### src/design/assert_macros.svh
// ----------------------------------------------------------------------------
// Assertion macros
// Shared concurrent assertion helpers clocked on clk_i and gated by rst_ni.
// ----------------------------------------------------------------------------
`ifndef ASSERT_MACROS_SVH
`define ASSERT_MACROS_SVH

// The property must hold at every clock edge outside reset.
`define ASSERT_HOLDS(name, prop, msg) \
  name: assert property (@(posedge clk_i) disable iff (!rst_ni) (prop)) else $error(msg);

// The condition must never be true at a clock edge outside reset.
`define ASSERT_NEVER(name, cond, msg) \
  name: assert property (@(posedge clk_i) disable iff (!rst_ni) !(cond)) else $error(msg);

`endif

### src/design/rqia_pkg.sv
// ----------------------------------------------------------------------------
// rqia_pkg
// Request modes, controller states and the command and status bundles that
// join the ring queue controller and datapath.
// ----------------------------------------------------------------------------
package rqia_pkg;

  typedef enum logic [2:0] {
    MODE_PUSH   = 3'd0,
    MODE_POP    = 3'd1,
    MODE_PEEK   = 3'd2,
    MODE_GET    = 3'd3,
    MODE_REMOVE = 3'd4,
    MODE_CLEAR  = 3'd5
  } mode_e;

  typedef enum logic [2:0] {
    ST_IDLE      = 3'b001,
    ST_SHIFT_CHK = 3'b010,
    ST_SHIFT_WR  = 3'b100
  } state_e;

  typedef struct packed {
    logic push;
    logic pop;
    logic rd_en;
    logic rd_index;
    logic rd_shift;
    logic shift_wr;
    logic rm_start;
    logic rm_finish;
    logic clear;
    logic res_load;
    logic res_fail;
    logic res_mem;
  } dp_cmd_t;

  typedef struct packed {
    logic full;
    logic empty;
    logic idx_ok;
    logic more;
  } dp_sts_t;

endpackage

### src/design/rqia_dp.sv
// ----------------------------------------------------------------------------
// rqia_dp
// Ring queue datapath: entry memory, head and tail pointers, entry count,
// remove position counter and result registers.
// ----------------------------------------------------------------------------
module rqia_dp import rqia_pkg::*; #(
  parameter int CAPACITY = 16
) (
  input  logic                 clk_i,
  input  logic                 rst_ni,
  input  dp_cmd_t              cmd_i,
  output dp_sts_t              sts_o,
  input  logic signed [31:0]   value_i,
  input  logic [3:0]           index_i,
  output logic                 status_o,
  output logic signed [31:0]   value_read_o,
  output logic [4:0]           count_o,
  output logic                 is_empty_o,
  output logic                 is_full_o
);

  localparam int PW = (CAPACITY > 1) ? $clog2(CAPACITY) : 1;
  localparam int CW = $clog2(CAPACITY + 1);
  localparam int XW = (CW > 4) ? CW : 4;

  function automatic logic [PW-1:0] wrap_add(logic [PW-1:0] a, logic [PW-1:0] b);
    logic [PW:0] s;
    s = {1'b0, a} + {1'b0, b};
    if (s >= (PW+1)'(CAPACITY)) begin
      s = s - (PW+1)'(CAPACITY);
    end
    return s[PW-1:0];
  endfunction

  logic [31:0]   mem [CAPACITY];
  logic [31:0]   rdata_q;
  logic [PW-1:0] head_q, head_d;
  logic [PW-1:0] tail_q, tail_d;
  logic [CW-1:0] count_q, count_d;
  logic [CW-1:0] pos_q, pos_d;
  logic [CW-1:0] pos_next;
  logic          status_q;
  logic          res_mem_q;
  logic [PW-1:0] rd_off;
  logic [PW-1:0] rd_addr;
  logic [PW-1:0] wr_addr;
  logic [31:0]   wr_data;
  logic          wr_en;

  assign pos_next = pos_q + CW'(1);

  assign sts_o.full   = (count_q == CW'(CAPACITY));
  assign sts_o.empty  = (count_q == '0);
  assign sts_o.idx_ok = (XW'(index_i) < XW'(count_q));
  assign sts_o.more   = (pos_next < count_q);

  always_comb begin
    priority if (cmd_i.rd_shift) begin
      rd_off = PW'(pos_next);
    end else if (cmd_i.rd_index) begin
      rd_off = PW'(index_i);
    end else begin
      rd_off = '0;
    end
  end

  assign rd_addr = wrap_add(head_q, rd_off);
  assign wr_en   = cmd_i.push | cmd_i.shift_wr;
  assign wr_addr = cmd_i.shift_wr ? wrap_add(head_q, PW'(pos_q)) : tail_q;
  assign wr_data = cmd_i.shift_wr ? rdata_q : value_i;

  always_ff @(posedge clk_i) begin
    if (wr_en) begin
      mem[wr_addr] <= wr_data;
    end
    if (cmd_i.rd_en) begin
      rdata_q <= mem[rd_addr];
    end
  end

  always_comb begin
    head_d  = head_q;
    tail_d  = tail_q;
    count_d = count_q;
    pos_d   = pos_q;
    priority if (cmd_i.clear) begin
      head_d  = '0;
      tail_d  = '0;
      count_d = '0;
    end else if (cmd_i.push) begin
      tail_d  = wrap_add(tail_q, PW'(1));
      count_d = count_q + CW'(1);
    end else if (cmd_i.pop) begin
      head_d  = wrap_add(head_q, PW'(1));
      count_d = count_q - CW'(1);
    end else if (cmd_i.rm_finish) begin
      tail_d  = wrap_add(tail_q, PW'(CAPACITY - 1));
      count_d = count_q - CW'(1);
    end else if (cmd_i.rm_start) begin
      pos_d = CW'(index_i);
    end else if (cmd_i.shift_wr) begin
      pos_d = pos_next;
    end
  end

  always_ff @(posedge clk_i or negedge rst_ni) begin
    if (!rst_ni) begin
      head_q  <= '0;
      tail_q  <= '0;
      count_q <= '0;
    end else begin
      head_q  <= head_d;
      tail_q  <= tail_d;
      count_q <= count_d;
    end
  end

  always_ff @(posedge clk_i) begin
    pos_q <= pos_d;
    if (cmd_i.res_load) begin
      status_q  <= cmd_i.res_fail;
      res_mem_q <= cmd_i.res_mem;
    end
  end

  assign status_o     = status_q;
  assign value_read_o = res_mem_q ? rdata_q : '0;
  assign count_o      = 5'(count_q);
  assign is_empty_o   = sts_o.empty;
  assign is_full_o    = sts_o.full;

endmodule

### src/design/rqia_ctrl.sv
// ----------------------------------------------------------------------------
// rqia_ctrl
// Ring queue controller: request handshake, decode of the mode, the remove
// shift sequence and the result valid flag.
// ----------------------------------------------------------------------------
module rqia_ctrl import rqia_pkg::*; (
  input  logic       clk_i,
  input  logic       rst_ni,
  input  logic       in_valid_i,
  output logic       in_stall_o,
  input  logic [2:0] mode_i,
  output logic       out_valid_o,
  input  logic       out_stall_i,
  output dp_cmd_t    cmd_o,
  input  dp_sts_t    sts_i
);

  state_e state_q, state_d;
  logic   out_valid_q, out_valid_d;
  logic   accept;

  assign in_stall_o = (state_q != ST_IDLE) || (out_valid_q && out_stall_i);
  assign accept     = in_valid_i && !in_stall_o;

  always_comb begin
    cmd_o   = '0;
    state_d = state_q;
    unique case (state_q)
      ST_IDLE: begin
        if (accept) begin
          cmd_o.res_load = 1'b1;
          unique case (mode_e'(mode_i))
            MODE_PUSH: begin
              cmd_o.push     = !sts_i.full;
              cmd_o.res_fail = sts_i.full;
            end
            MODE_POP: begin
              cmd_o.pop      = !sts_i.empty;
              cmd_o.rd_en    = !sts_i.empty;
              cmd_o.res_mem  = !sts_i.empty;
              cmd_o.res_fail = sts_i.empty;
            end
            MODE_PEEK: begin
              cmd_o.rd_en    = !sts_i.empty;
              cmd_o.res_mem  = !sts_i.empty;
              cmd_o.res_fail = sts_i.empty;
            end
            MODE_GET: begin
              cmd_o.rd_en    = sts_i.idx_ok;
              cmd_o.rd_index = 1'b1;
              cmd_o.res_mem  = sts_i.idx_ok;
              cmd_o.res_fail = !sts_i.idx_ok;
            end
            MODE_REMOVE: begin
              if (sts_i.idx_ok) begin
                cmd_o.res_load = 1'b0;
                cmd_o.rm_start = 1'b1;
                state_d        = ST_SHIFT_CHK;
              end else begin
                cmd_o.res_fail = 1'b1;
              end
            end
            MODE_CLEAR: begin
              cmd_o.clear = 1'b1;
            end
            default: begin
              cmd_o.res_fail = 1'b1;
            end
          endcase
        end
      end
      ST_SHIFT_CHK: begin
        if (sts_i.more) begin
          cmd_o.rd_en    = 1'b1;
          cmd_o.rd_shift = 1'b1;
          state_d        = ST_SHIFT_WR;
        end else begin
          cmd_o.rm_finish = 1'b1;
          cmd_o.res_load  = 1'b1;
          state_d         = ST_IDLE;
        end
      end
      ST_SHIFT_WR: begin
        cmd_o.shift_wr = 1'b1;
        state_d        = ST_SHIFT_CHK;
      end
      default: begin
        state_d = ST_IDLE;
      end
    endcase
  end

  always_comb begin
    out_valid_d = out_valid_q && out_stall_i;
    if (cmd_o.res_load) begin
      out_valid_d = 1'b1;
    end
  end

  always_ff @(posedge clk_i or negedge rst_ni) begin
    if (!rst_ni) begin
      state_q     <= ST_IDLE;
      out_valid_q <= 1'b0;
    end else begin
      state_q     <= state_d;
      out_valid_q <= out_valid_d;
    end
  end

  assign out_valid_o = out_valid_q;

endmodule

### src/design/ring_queue_with_indexed_access.sv
// ----------------------------------------------------------------------------
// ring_queue_with_indexed_access
// Fixed-capacity ring queue of signed 32-bit words with indexed access.
// ----------------------------------------------------------------------------
// Requests arrive on in_valid_i/in_stall_o with mode_i, value_i and index_i.
// Each request yields one result on out_valid_o/out_stall_i with status_o,
// value_read_o and the count, empty and full flags after the request.
// Push, pop, peek, get, clear and unused modes give their result in the cycle
// after the request is taken, so one request per cycle is sustained while
// the receiver takes results at once.
// A successful remove moves each later entry one place toward the head,
// reading it in ST_SHIFT_CHK and writing it in ST_SHIFT_WR, so its result
// appears once the last entry has moved; no request is taken meanwhile.
// The result sits in an output register; while the receiver stalls it holds,
// and a new request is taken only at the edge where that result leaves.
// Reset clears the pointers, the count and the result valid flag; entry
// contents are not cleared and become defined when pushed.
// ----------------------------------------------------------------------------
`include "assert_macros.svh"

module ring_queue_with_indexed_access import rqia_pkg::*; #(
  parameter int CAPACITY = 16
) (
  input  logic                clk_i,
  input  logic                rst_ni,
  input  logic                in_valid_i,
  output logic                in_stall_o,
  input  logic [2:0]          mode_i,
  input  logic signed [31:0]  value_i,
  input  logic [3:0]          index_i,
  output logic                out_valid_o,
  input  logic                out_stall_i,
  output logic                status_o,
  output logic signed [31:0]  value_read_o,
  output logic [4:0]          count_o,
  output logic                is_empty_o,
  output logic                is_full_o
);

  dp_cmd_t cmd;
  dp_sts_t sts;

  rqia_ctrl u_ctrl (
    .clk_i       (clk_i),
    .rst_ni      (rst_ni),
    .in_valid_i  (in_valid_i),
    .in_stall_o  (in_stall_o),
    .mode_i      (mode_i),
    .out_valid_o (out_valid_o),
    .out_stall_i (out_stall_i),
    .cmd_o       (cmd),
    .sts_i       (sts)
  );

  rqia_dp #(
    .CAPACITY (CAPACITY)
  ) u_dp (
    .clk_i        (clk_i),
    .rst_ni       (rst_ni),
    .cmd_i        (cmd),
    .sts_o        (sts),
    .value_i      (value_i),
    .index_i      (index_i),
    .status_o     (status_o),
    .value_read_o (value_read_o),
    .count_o      (count_o),
    .is_empty_o   (is_empty_o),
    .is_full_o    (is_full_o)
  );

  `ASSERT_NEVER(a_accept_over_held_result, in_valid_i && !in_stall_o && out_valid_o && out_stall_i, "request taken while a stalled result is held")
  `ASSERT_HOLDS(a_short_request_result, (in_valid_i && !in_stall_o && mode_i != MODE_REMOVE) |=> out_valid_o, "no result after a single-cycle request")
  `ASSERT_HOLDS(a_busy_no_result, (in_stall_o && !out_stall_i) |-> !out_valid_o, "result shown while a remove is still shifting")

endmodule

### config.mk
export PLATFORM = sky130hd
export DESIGN_NAME = ring_queue_with_indexed_access
export DESIGN_NICKNAME = d
export VERILOG_FILES = /design/src/design/rqia_pkg.sv /design/src/design/rqia_dp.sv /design/src/design/rqia_ctrl.sv /design/src/design/ring_queue_with_indexed_access.sv
export VERILOG_INCLUDE_DIRS = /design/src /design/src/design
export SDC_FILE = /design/constraint.sdc
export NUM_CORES = 1
export LEC_CHECK = 0
export BUFFER_PORTS_ARGS = -buffer_cell sky130_fd_sc_hd__buf_2
export CAP_MARGIN = 10
export CORE_UTILIZATION = 30
export CTS_CLUSTER_SIZE = 14
export DETAILED_ROUTE_END_ITERATION = 8
export GPL_ROUTABILITY_DRIVEN = 1
export GPL_TIMING_DRIVEN = 0
export PLACE_DENSITY_LB_ADDON = 0.1
export REMOVE_ABC_BUFFERS = 1
export SETUP_SLACK_MARGIN = 0.05
export SLEW_MARGIN = 20
export SYNTH_ARGS = -nofsm -noshare
export SYNTH_HDL_FRONTEND = slang
export SYNTH_SLANG_ARGS = --single-unit
### constraint.sdc
create_clock -name clk_i -period 6.9 [get_ports clk_i]
set_clock_uncertainty 0.2 [all_clocks]
set_input_delay 0.69 -clock clk_i [delete_from_list [all_inputs] [get_ports clk_i]]
set_output_delay 0.69 -clock clk_i [all_outputs]
set_load 0.02 [all_outputs]
After elaboration in Yosys (flattened, before gate mapping) --
Memories as Yosys holds them, arrays and structs flattened. A register that Yosys moved wholly into a read port is not among the register bits. Cells that the tools add are included.
Operators by class: add/sub/neg operators 13, $lt $le $gt $ge 7, equality and inequality tests 15, multiplexer cells 55, bitwise logic cells 5, reduce and logical (&&, ||, !) cells 19
Operators by type and width (count):
- $mux 4 | 18
- $mux 32 | 2
- $ge 5x5->1 const B | 5
- $mux 5 | 5
- $mux 1 | 20
- $sub 4x1->4 const B | 5
- $mux 3 | 4
- $add 4x1->5 const B | 2
- $add 4x4->5 | 2
- $add 5x1->5 const B | 2
- $eq 3x2->1 const B | 3
- $eq 3x3->1 const B | 3
- $pmux 3 s3 | 1
- $eq 3x1->1 const B | 2
- $pmux 1 s2 | 3
- $reduce_and 2->1 | 3
- $add 4x4->5 const B | 1
- $eq 5x5->1 const B | 1
- $logic_not 5->1 | 1
- $lt 4x5->1 | 1
- $lt 5x5->1 | 1
- $pmux 1 s5 | 1
- $reduce_and 5->1 | 1
- $sub 5x1->5 const B | 1
- other kinds (16) | 26
Word-level totals: flip-flop bits (word level) 24, memory bits (writable) 512, input bits 43, output and inout port bits 42, memories 1
Memories:
- u_dp.mem | words 16, bits a word 32, read ports 1, clocked after Yosys merged registers in 1, wr ports 1, line rqia_dp.sv:35 | logic [31:0] mem [CAPACITY];

Depth between registers and ports, before layout --
Gate-level depths: netlist of the first run.
depth in word-level cells 11, gate-level depth with buffers 16

Hierarchy --
From an unflattened synthesis of the first run, not the netlist that was laid out.
Unflattened totals: cells, all modules 1237, area total of the unflattened synthesis 23420.0 um^2
By module, submodules not included:
- rqia_dp | times used 1, cells each 1191, area each 23043.4 um^2, seq. area each 16871.2 um^2
- rqia_ctrl | times used 1, cells each 46, area each 376.6 um^2, seq. area each 101.3 um^2

Worst setup path after synthesis of the first run --
Ideal clock, no wire load.
path type register -> register, from register u_dp.pos_q[0], to register u_dp.rdata_q[11], read port of u_dp.mem, data pin, setup time 0.264 ns, data arrival time 3.595 ns, data required time 6.436 ns, slack 2.841 ns, stages on the path, launching flop included 16, clock period less this slack 4.059 ns, cells stage by stage edfxtp_1 -> ha_1 -> xor2_1 -> ha_1 -> a21oi_1 -> o2111ai_2 -> a21oi_1 -> a21o_2 -> ha_1 -> inv_1 -> fa_1 -> clkbuf_1 -> clkbuf_1 -> mux4_2 -> nand3_1 -> nand4_1
Between the ends: cells in the longest elaborated chain, start to end 8
Ends and longest elaborated chain:
- start: declaration | line rqia_dp.sv:40 | logic [CW-1:0] pos_q, pos_d;
- start signal: assignment | line rqia_dp.sv:119 | pos_q <= pos_d;
- $add 5x1->5 * | line rqia_dp.sv:50 | assign pos_next = pos_q + CW'(1);
- $lt 5x5->1 | line rqia_dp.sv:55 | assign sts_o.more = (pos_next < count_q);
- $mux 1 | line rqia_ctrl.sv:73 | if (sts_i.more) begin
- $mux 1 | line rqia_ctrl.sv:28 | unique case (state_q)
- $mux 4 | line rqia_dp.sv:58 | priority if (cmd_i.rd_shift) begin
- $add 4x4->5 | line rqia_dp.sv:28 | s = {1'b0, a} + {1'b0, b};
- $sub 4x1->4 or $ge 5x5->1 (tied branches) | line rqia_dp.sv:30, rqia_dp.sv:29
- $mux 4 | line rqia_dp.sv:29 | if (s >= (PW+1)'(CAPACITY)) begin
- end: declaration | line rqia_dp.sv:36 | logic [31:0] rdata_q;
Mark *: on every way between the ends. The rest lies on a longest branch, timed or not. A chain may end at the register's enable or synchronous reset.

Final worst setup path of the first run --
from register u_dp.pos_q[0], to register u_dp.rdata_q[7], read port of u_dp.mem, data pin
The elaborated chain is that of the path after synthesis.

==> results of run 1 <==
-- worst register-to-register path: cells and delay by family (launching register included) --
kind / cells / cell delay, ps
mux: 1 / 400
flops: 1 / 500
simple gates: 2 / 230
buf+inv: 4 / 850
xor+xnor: 1 / 290
fa+ha+maj: 4 / 1710
compound gates: 4 / 710
-- repair_timing --
action	in CTS	in global routing
endpoints found under the setup margin	0	0
hold endpoints to repair	16	0
hold buffers	1	0
gates resized for setup	0	0
-- flip-flops by register name (all words and copies together), names as in the netlist, 3 cells and up --
name            cells
u_dp.head_q         4
u_dp.pos_q          5
u_ctrl.state_q      3
u_dp.count_o        5
u_dp.rdata_q       32
u_dp.tail_q         4
u_dp.mem          512
-- metrics by stage --
| step | setup WS [ps] | area [um2] | instances |
|---|---|---|---|
| after global routing | 1480 | 28300 | 2489 |
| after global placement | -4580 | 24500 | 2302 |
| after CTS | 1650 | 28300 | 2489 |
| final | 1740 | 28300 | 2489 |
| after floorplan | -966 | 22800 | 1188 |
| after detailed placement | 1650 | 26200 | 2367 |
-- per-layer routing --
metal  GRT usage (%)  vias to the layer above  wire (um)
li1                -                     5342          -
met1            23.0                     6501      29000
met2            26.2                      230      30000
met3            2.44                       80       2330
met4            4.11                        0        959
met5               0                        -          0
-- synth_stat cells, types with 2 or more instances --
master | n | area, um2
nand3_1 | 135 | 676
xor2_4 | 2 | 55.1
xor2_1 | 8 | 70.1
a21oi_1 | 14 | 70.1
a22o_2 | 2 | 20.0
xnor2_4 | 2 | 55.1
and2_1 | 34 | 213
nor3_1 | 4 | 20.0
mux2_1 | 3 | 33.8
xnor2_1 | 7 | 61.3
nand4_1 | 33 | 206
edfxtp_1 | 551 | 16500
o211ai_1 | 2 | 15.0
nor2_1 | 39 | 146
o21ai_1 | 2 | 10.0
buf_6 | 8 | 90.1
and3_1 | 2 | 12.5
a21o_1 | 9 | 67.6
nor3_4 | 2 | 32.5
ha_1 | 20 | 250
fa_1 | 4 | 80.1
o21ai_0 | 8 | 40.0
buf_4 | 3 | 22.5
inv_1 | 15 | 56.3
nand2_1 | 109 | 409
clkbuf_1 | 45 | 169
buf_2 | 8 | 40.0
mux2i_1 | 3 | 30.0
mux4_2 | 128 | 2880
o21a_1 | 2 | 15.0
nand2b_1 | 4 | 25.0
dfrtp_1 | 16 | 400
a32oi_1 | 4 | 35.0
or2_1 | 3 | 18.8
-- report_power, final --
group	total [uW]	switching, uW	internal (uW)
clock	3350	1420	1930
combinational	2020	1050	972
sequential	4000	83.1	3910
-- kinds of logic after synthesis --
| group | synth area share (%) |
|---|---|
| AND/OR/NAND/NOR | 7.92 |
| buffers and inverters | 1.76 |
| adder cells (fa/ha/maj) | 1.43 |
| AO/OA/AOI/OAI | 1.66 |
| multiplexers | 12.7 |
| flip-flops | 73.4 |
| XOR/XNOR | 1.04 |
-- area by class of cell --
class	count	area, um2	share of cell area (%)
sequential	568	17000	60.1
multi-input combinational	604	5910	20.9
timing repair buffer	150	1960	6.92
clock buffer	81	1790	6.35
tap	1030	1290	4.56
clock inverter	40	269	0.952
inverter	16	60.1	0.213
-- worst min path at each step --
stage	from	endpoint	slack, ps
after floorplan	rst_ni	u_ctrl.out_valid_o	190
after global placement	u_ctrl.out_valid_o	u_ctrl.out_valid_o	310
after detailed placement	u_ctrl.out_valid_o	u_ctrl.out_valid_o	310
after CTS	out_stall_i	u_ctrl.out_valid_o	100
after global routing	out_stall_i	u_ctrl.out_valid_o	130
final	out_stall_i	u_ctrl.out_valid_o	130
==> out/metrics.yaml, run 1 <==
pwr:
  power_uw: 9370
  cellPowerDensity_nw_per_um2: 332
  p_leak_uw: 0.00941
  ir_worst_vdd_mv: 0.149
clock_tree:
  cts_max_path_buffers: 3
  h-tree-depth: 3
  clk_pin_slew_ps: 60
  cts_num_sinks: 568
  cts_tree: "done"
  post-cts-setup-buffer-count: 0
  cts_buffers: 68
  insertion_delay_ps: 590
  clockRootBuffer: "clkbuf_16"
synth:
  ys.warnings.count: 0
  async_flop_share_pct: 2.99
  synth_cell_types: 58
  synth-main-ff-cell: "edfxtp_1"
  synth_cells: 1255
  synth-edff-count: 551
  seq_area_frac_synth_pct: 73.4
  synth_seq_cells: 568
  netlist_area_um2: 23100
  synth_area_per_cell_um2: 18.4
die:
  die_h_um: 280
  die_w_um: 280
  initial_core_util_pct: 30.4
  boundaryPins: 85
  rows: 101
  die_area_um2: 78200
  fp.coreArea_um2: 76100
worst_setup_path:
  cp-end-kind: "flip-flop"
  path_depth: 16
  path_cells: "ha_1 > xor2_1 > ha_1 > a21oi_1 > o2111ai_2 > a21oi_1 > a21o_2 > ha_4 > inv_1 > fa_4 > buf_12 > buf_12 > buf_12 > mux4_2 > nand3_1 > nand4_1"
  cpMostUsedCell: "buf_12"
  setup.worst_path.start: "u_dp.pos_q[0]"
  worstPathRequired_ps: 7010
  critPathMaxStageDelay_ps: 990
  rr_worst_depth: 16
  cp_num_buf_inv: 4
  crit_slowest_cell: "fa_4"
  reg2reg_to: "u_dp.rdata_q[7]"
  start_kind: "flip-flop"
  path_class: "flip-flop to flip-flop"
  endpoint: "u_dp.rdata_q[7]"
  r2r_start: "u_dp.pos_q[0]"
  reg2reg_slack_ps: 1740
  crit_family: "adder cells"
  crit_fanout: 32
  arrival_ps: 5270
run:
  cap_violations: 0
final_layout:
  antennaDiodeCount: 0
  area_growth_pct: 22.2
  drive_above_1_share_pct: 28.4
  fin_nets: 1475
  fillers: 7149
  utilization_pct: 37.1
  layout_commonest_cell: "edfxtp_1"
  mostFrequentLayoutCells: "edfxtp_1, nand3_1, mux4_2"
grt:
  grt_pass1_vias: 12700
  antenna_found_initial: 0
  grt_usage_pct: 16.3
  grt_max_degree: 41
  overflow: 0
  grt_pass1_wl_mm: 91.2
placement:
  port-buffer-count: 84
  gp_congestion: 0.714
  dpl.hpwl_mm: 40.6
routing:
  avgViaCountPerCell: 4.88
  drt_iter0_drc: 869
  dr.pass1.iters: 5
  drc: 0
  drt_wl_total_mm: 62.3
  wl_per_cell_um: 25.0
  ant_nets: 0
  vias: 12200
timing:
  slew_headroom_pct: 32.4
  period_needed_ps: 5160
  hold_violations: 0
  period_share_pct: 74.8
  max_freq_mhz: 194
  holdWs_ps: 130
  final.setup.tns_ps: 0
  tightest_slew_ps: 1010
  rsz0062_at_grt: "no"
  report.final.slew_viol_count: 0
  setup_violations: 0
min_path:
  hold_depth: 2
  min_path_type: "input pin to flip-flop"
outcome:
  status: "finished, final reports clean"
(Power assumes the default switching activity.)
==> run 2, diff against run 1 <==
==> constraint.sdc (replaced) <==
create_clock -name clk_i -period 4.3 [get_ports clk_i]
set_clock_uncertainty 0.2 [all_clocks]
set_input_delay 0.43 -clock clk_i [delete_from_list [all_inputs] [get_ports clk_i]]
set_output_delay 0.43 -clock clk_i [all_outputs]
set_load 0.02 [all_outputs]
==> out/metrics.yaml, run 2 (synthesized netlist as in run 1, its figures left out) <==
timing:
  rsz0062_at_grt: "yes"
  report.final.slew_viol_count: 0  # unchanged
  slew_headroom_pct: 32.0  # -0.40 points
  final.setup.tns_ps: 0  # unchanged
  setup_violations: 0  # unchanged
  hold_violations: 0  # unchanged
  tightest_slew_ps: 1020  # +5.94 ps
  period_needed_ps: 4200  # -961 ps
  period_share_pct: 97.7  # +23 points
  max_freq_mhz: 238  # +23%
pwr:
  power_uw: 15600  # +66%
  p_leak_uw: 0.00977  # +3.8%
  cellPowerDensity_nw_per_um2: 534  # +61%
  ir_worst_vdd_mv: 0.233  # +57%
routing:
  drt_iter0_drc: 821  # -5.5%
  ant_nets: 0  # unchanged
  drt_wl_total_mm: 64.8  # +4.0%
  wl_per_cell_um: 25.6  # +2.2%
  vias: 12400  # +2.2%
  avgViaCountPerCell: 4.90  # +0.42%
  dr.pass1.iters: 4  # -1
  drc: 0  # unchanged
grt:
  grt_max_degree: 41  # unchanged
  grt_pass1_vias: 12900  # +1.4%
  overflow: 0  # unchanged
  grt_pass1_wl_mm: 93.8  # +2.8%
  antenna_found_initial: 0  # unchanged
  grt_usage_pct: 16.8  # +0.54 points
worst_setup_path:
  cp-end-kind: "flip-flop"
  r2r_start: "u_dp.pos_q[0]"
  path_cells: "ha_4 > xor2_4 > ha_4 > a21oi_4 > o2111ai_4 > a21oi_2 > a21o_2 > ha_4 > inv_2 > fa_4 > buf_16 > buf_16 > buf_16 > mux4_2 > nand3_2 > nand4_1"
  path_class: "flip-flop to flip-flop"
  crit_fanout: 8  # -75%
  path_depth: 16  # unchanged
  crit_slowest_cell: "fa_4"
  cp_num_buf_inv: 4  # unchanged
  reg2reg_to: "u_dp.rdata_q[7]"
  arrival_ps: 4320  # -950 ps
  start_kind: "flip-flop"
  crit_family: "adder cells"
  critPathMaxStageDelay_ps: 830  # -160 ps
  worstPathRequired_ps: 4410  # -2600 ps
  reg2reg_slack_ps: 100  # -1640 ps
  rr_worst_depth: 16  # unchanged
final_layout:
  antennaDiodeCount: 0  # unchanged
  drive_above_1_share_pct: 33.6  # +5.1 points
  area_growth_pct: 26.2
  max_flop_register: "u_dp.mem"
  multiInputGateArea_um2: 6260  # +5.8%
  fillers: 7052  # -1.4%
  fin_nets: 1518  # +2.9%
  reg.largest.list: "u_dp.mem: 512 flops, u_dp.rdata_q: 32 flops"
  mostFrequentLayoutCells: "edfxtp_1, mux4_2, nand2_1"
  layout_commonest_cell: "edfxtp_1"
  seqCellArea_um2: 17000  # unchanged
  utilization_pct: 38.3  # +1.2 points
  largest_register_ffs: 512  # unchanged
  layout.cells.non_filler: 2532  # +1.7%
min_path:
  hold_end: "u_dp.pos_q[3]"
  min_from: "index_i[3]"
  min_path_type: "input pin to flip-flop"
  hold_depth: 2  # unchanged
die:
  die_w_um: 280  # unchanged
  initial_core_util_pct: 30.4  # unchanged
  fp.coreArea_um2: 76100  # unchanged
  die_h_um: 280  # unchanged
  boundaryPins: 85  # unchanged
  rows: 101  # unchanged
  die_area_um2: 78200  # unchanged
placement:
  gp_congestion: 0.714  # unchanged
  dpl.hpwl_mm: 40.6  # unchanged
  dp.cells: 2367  # unchanged
  port-buffer-count: 84  # unchanged
clock_tree:
  clk_pin_slew_ps: 50  # about the same
  clockRootBuffer: "clkbuf_16"
  cts_max_path_buffers: 3  # unchanged
  h-tree-depth: 3  # unchanged
  insertion_delay_ps: 600  # about the same
  cts_num_sinks: 568  # unchanged
  cts_tree: "done"
  cts_buffers: 68  # unchanged
run:
  cap_violations: 0  # unchanged
outcome:
  status: "finished, final reports clean"
-- run 2: changes by cell type in the layout (fill, tap and decap cells not counted), sizes merged --
cell | previous run | this run
dlygate4sd3 | 1 | 5
clkbuf | 81 | 84
buf | 149 | 185
-- run 2: metal layers --
metal,vias to the layer above,share of wire [%],global-route usage [%]
met5,-,0,0
met4,0,1.5,4.11
met3,79,3.8,2.63
met2,224,48,27.1
met1,6680,47,23.8
li1,5432,-,-
-- run 2: cell type report --
| type | instances | share of cell area, % |
|---|---|---|
| multi-input cells | 604 | 21.5 |
| clock inverters | 40 | 0.922 |
| repair buffers | 193 | 8.67 |
| flip-flops and latches | 568 | 58.2 |
| inverters | 16 | 0.206 |
| well taps | 1030 | 4.42 |
| clock buffers | 81 | 6.15 |
-- run 2: repair_timing --
item,4_1_cts,5_1_grt
gates resized for setup,33,48
setup endpoints to repair,32,32
hold endpoints to repair,21,0
hold buffers,5,0
cloned,6,2
buffers inserted,22,10
pin swaps,20,40
-- run 2: worst max path at each step --
stage | to | startpoint | slack (ps)
final | u_dp.rdata_q[7] | u_dp.pos_q[0] | 100
after floorplan | u_dp.rdata_q[30] | u_dp.pos_q[0] | -3570
after detailed placement | u_dp.rdata_q[7] | u_dp.pos_q[0] | -950
after global routing | u_dp.rdata_q[7] | u_dp.pos_q[1] | -50
after CTS | u_dp.rdata_q[7] | u_dp.pos_q[0] | -3
after global placement | u_dp.rdata_q[7] | u_dp.pos_q[0] | -7180
-- run 2: per-stage QoR --
step                      hold WS, ps  setup WS, ps  cell area, um2
after global routing             36.6         -50.5           29200
after global placement            202         -7180           24500
after floorplan                 -65.6         -3570           22800
final                            32.9          96.9           29200
after detailed placement          216          -950           26200
after CTS                        3.03         -2.73           28800
-- run 2: report_power, final --
part | leakage, uW | switching [uW] | total, uW | internal [uW]
sequential | 0.00518 | 134 | 6410 | 6280
combinational | 0.00357 | 1900 | 3770 | 1860
clock | 0.00103 | 2280 | 5390 | 3100
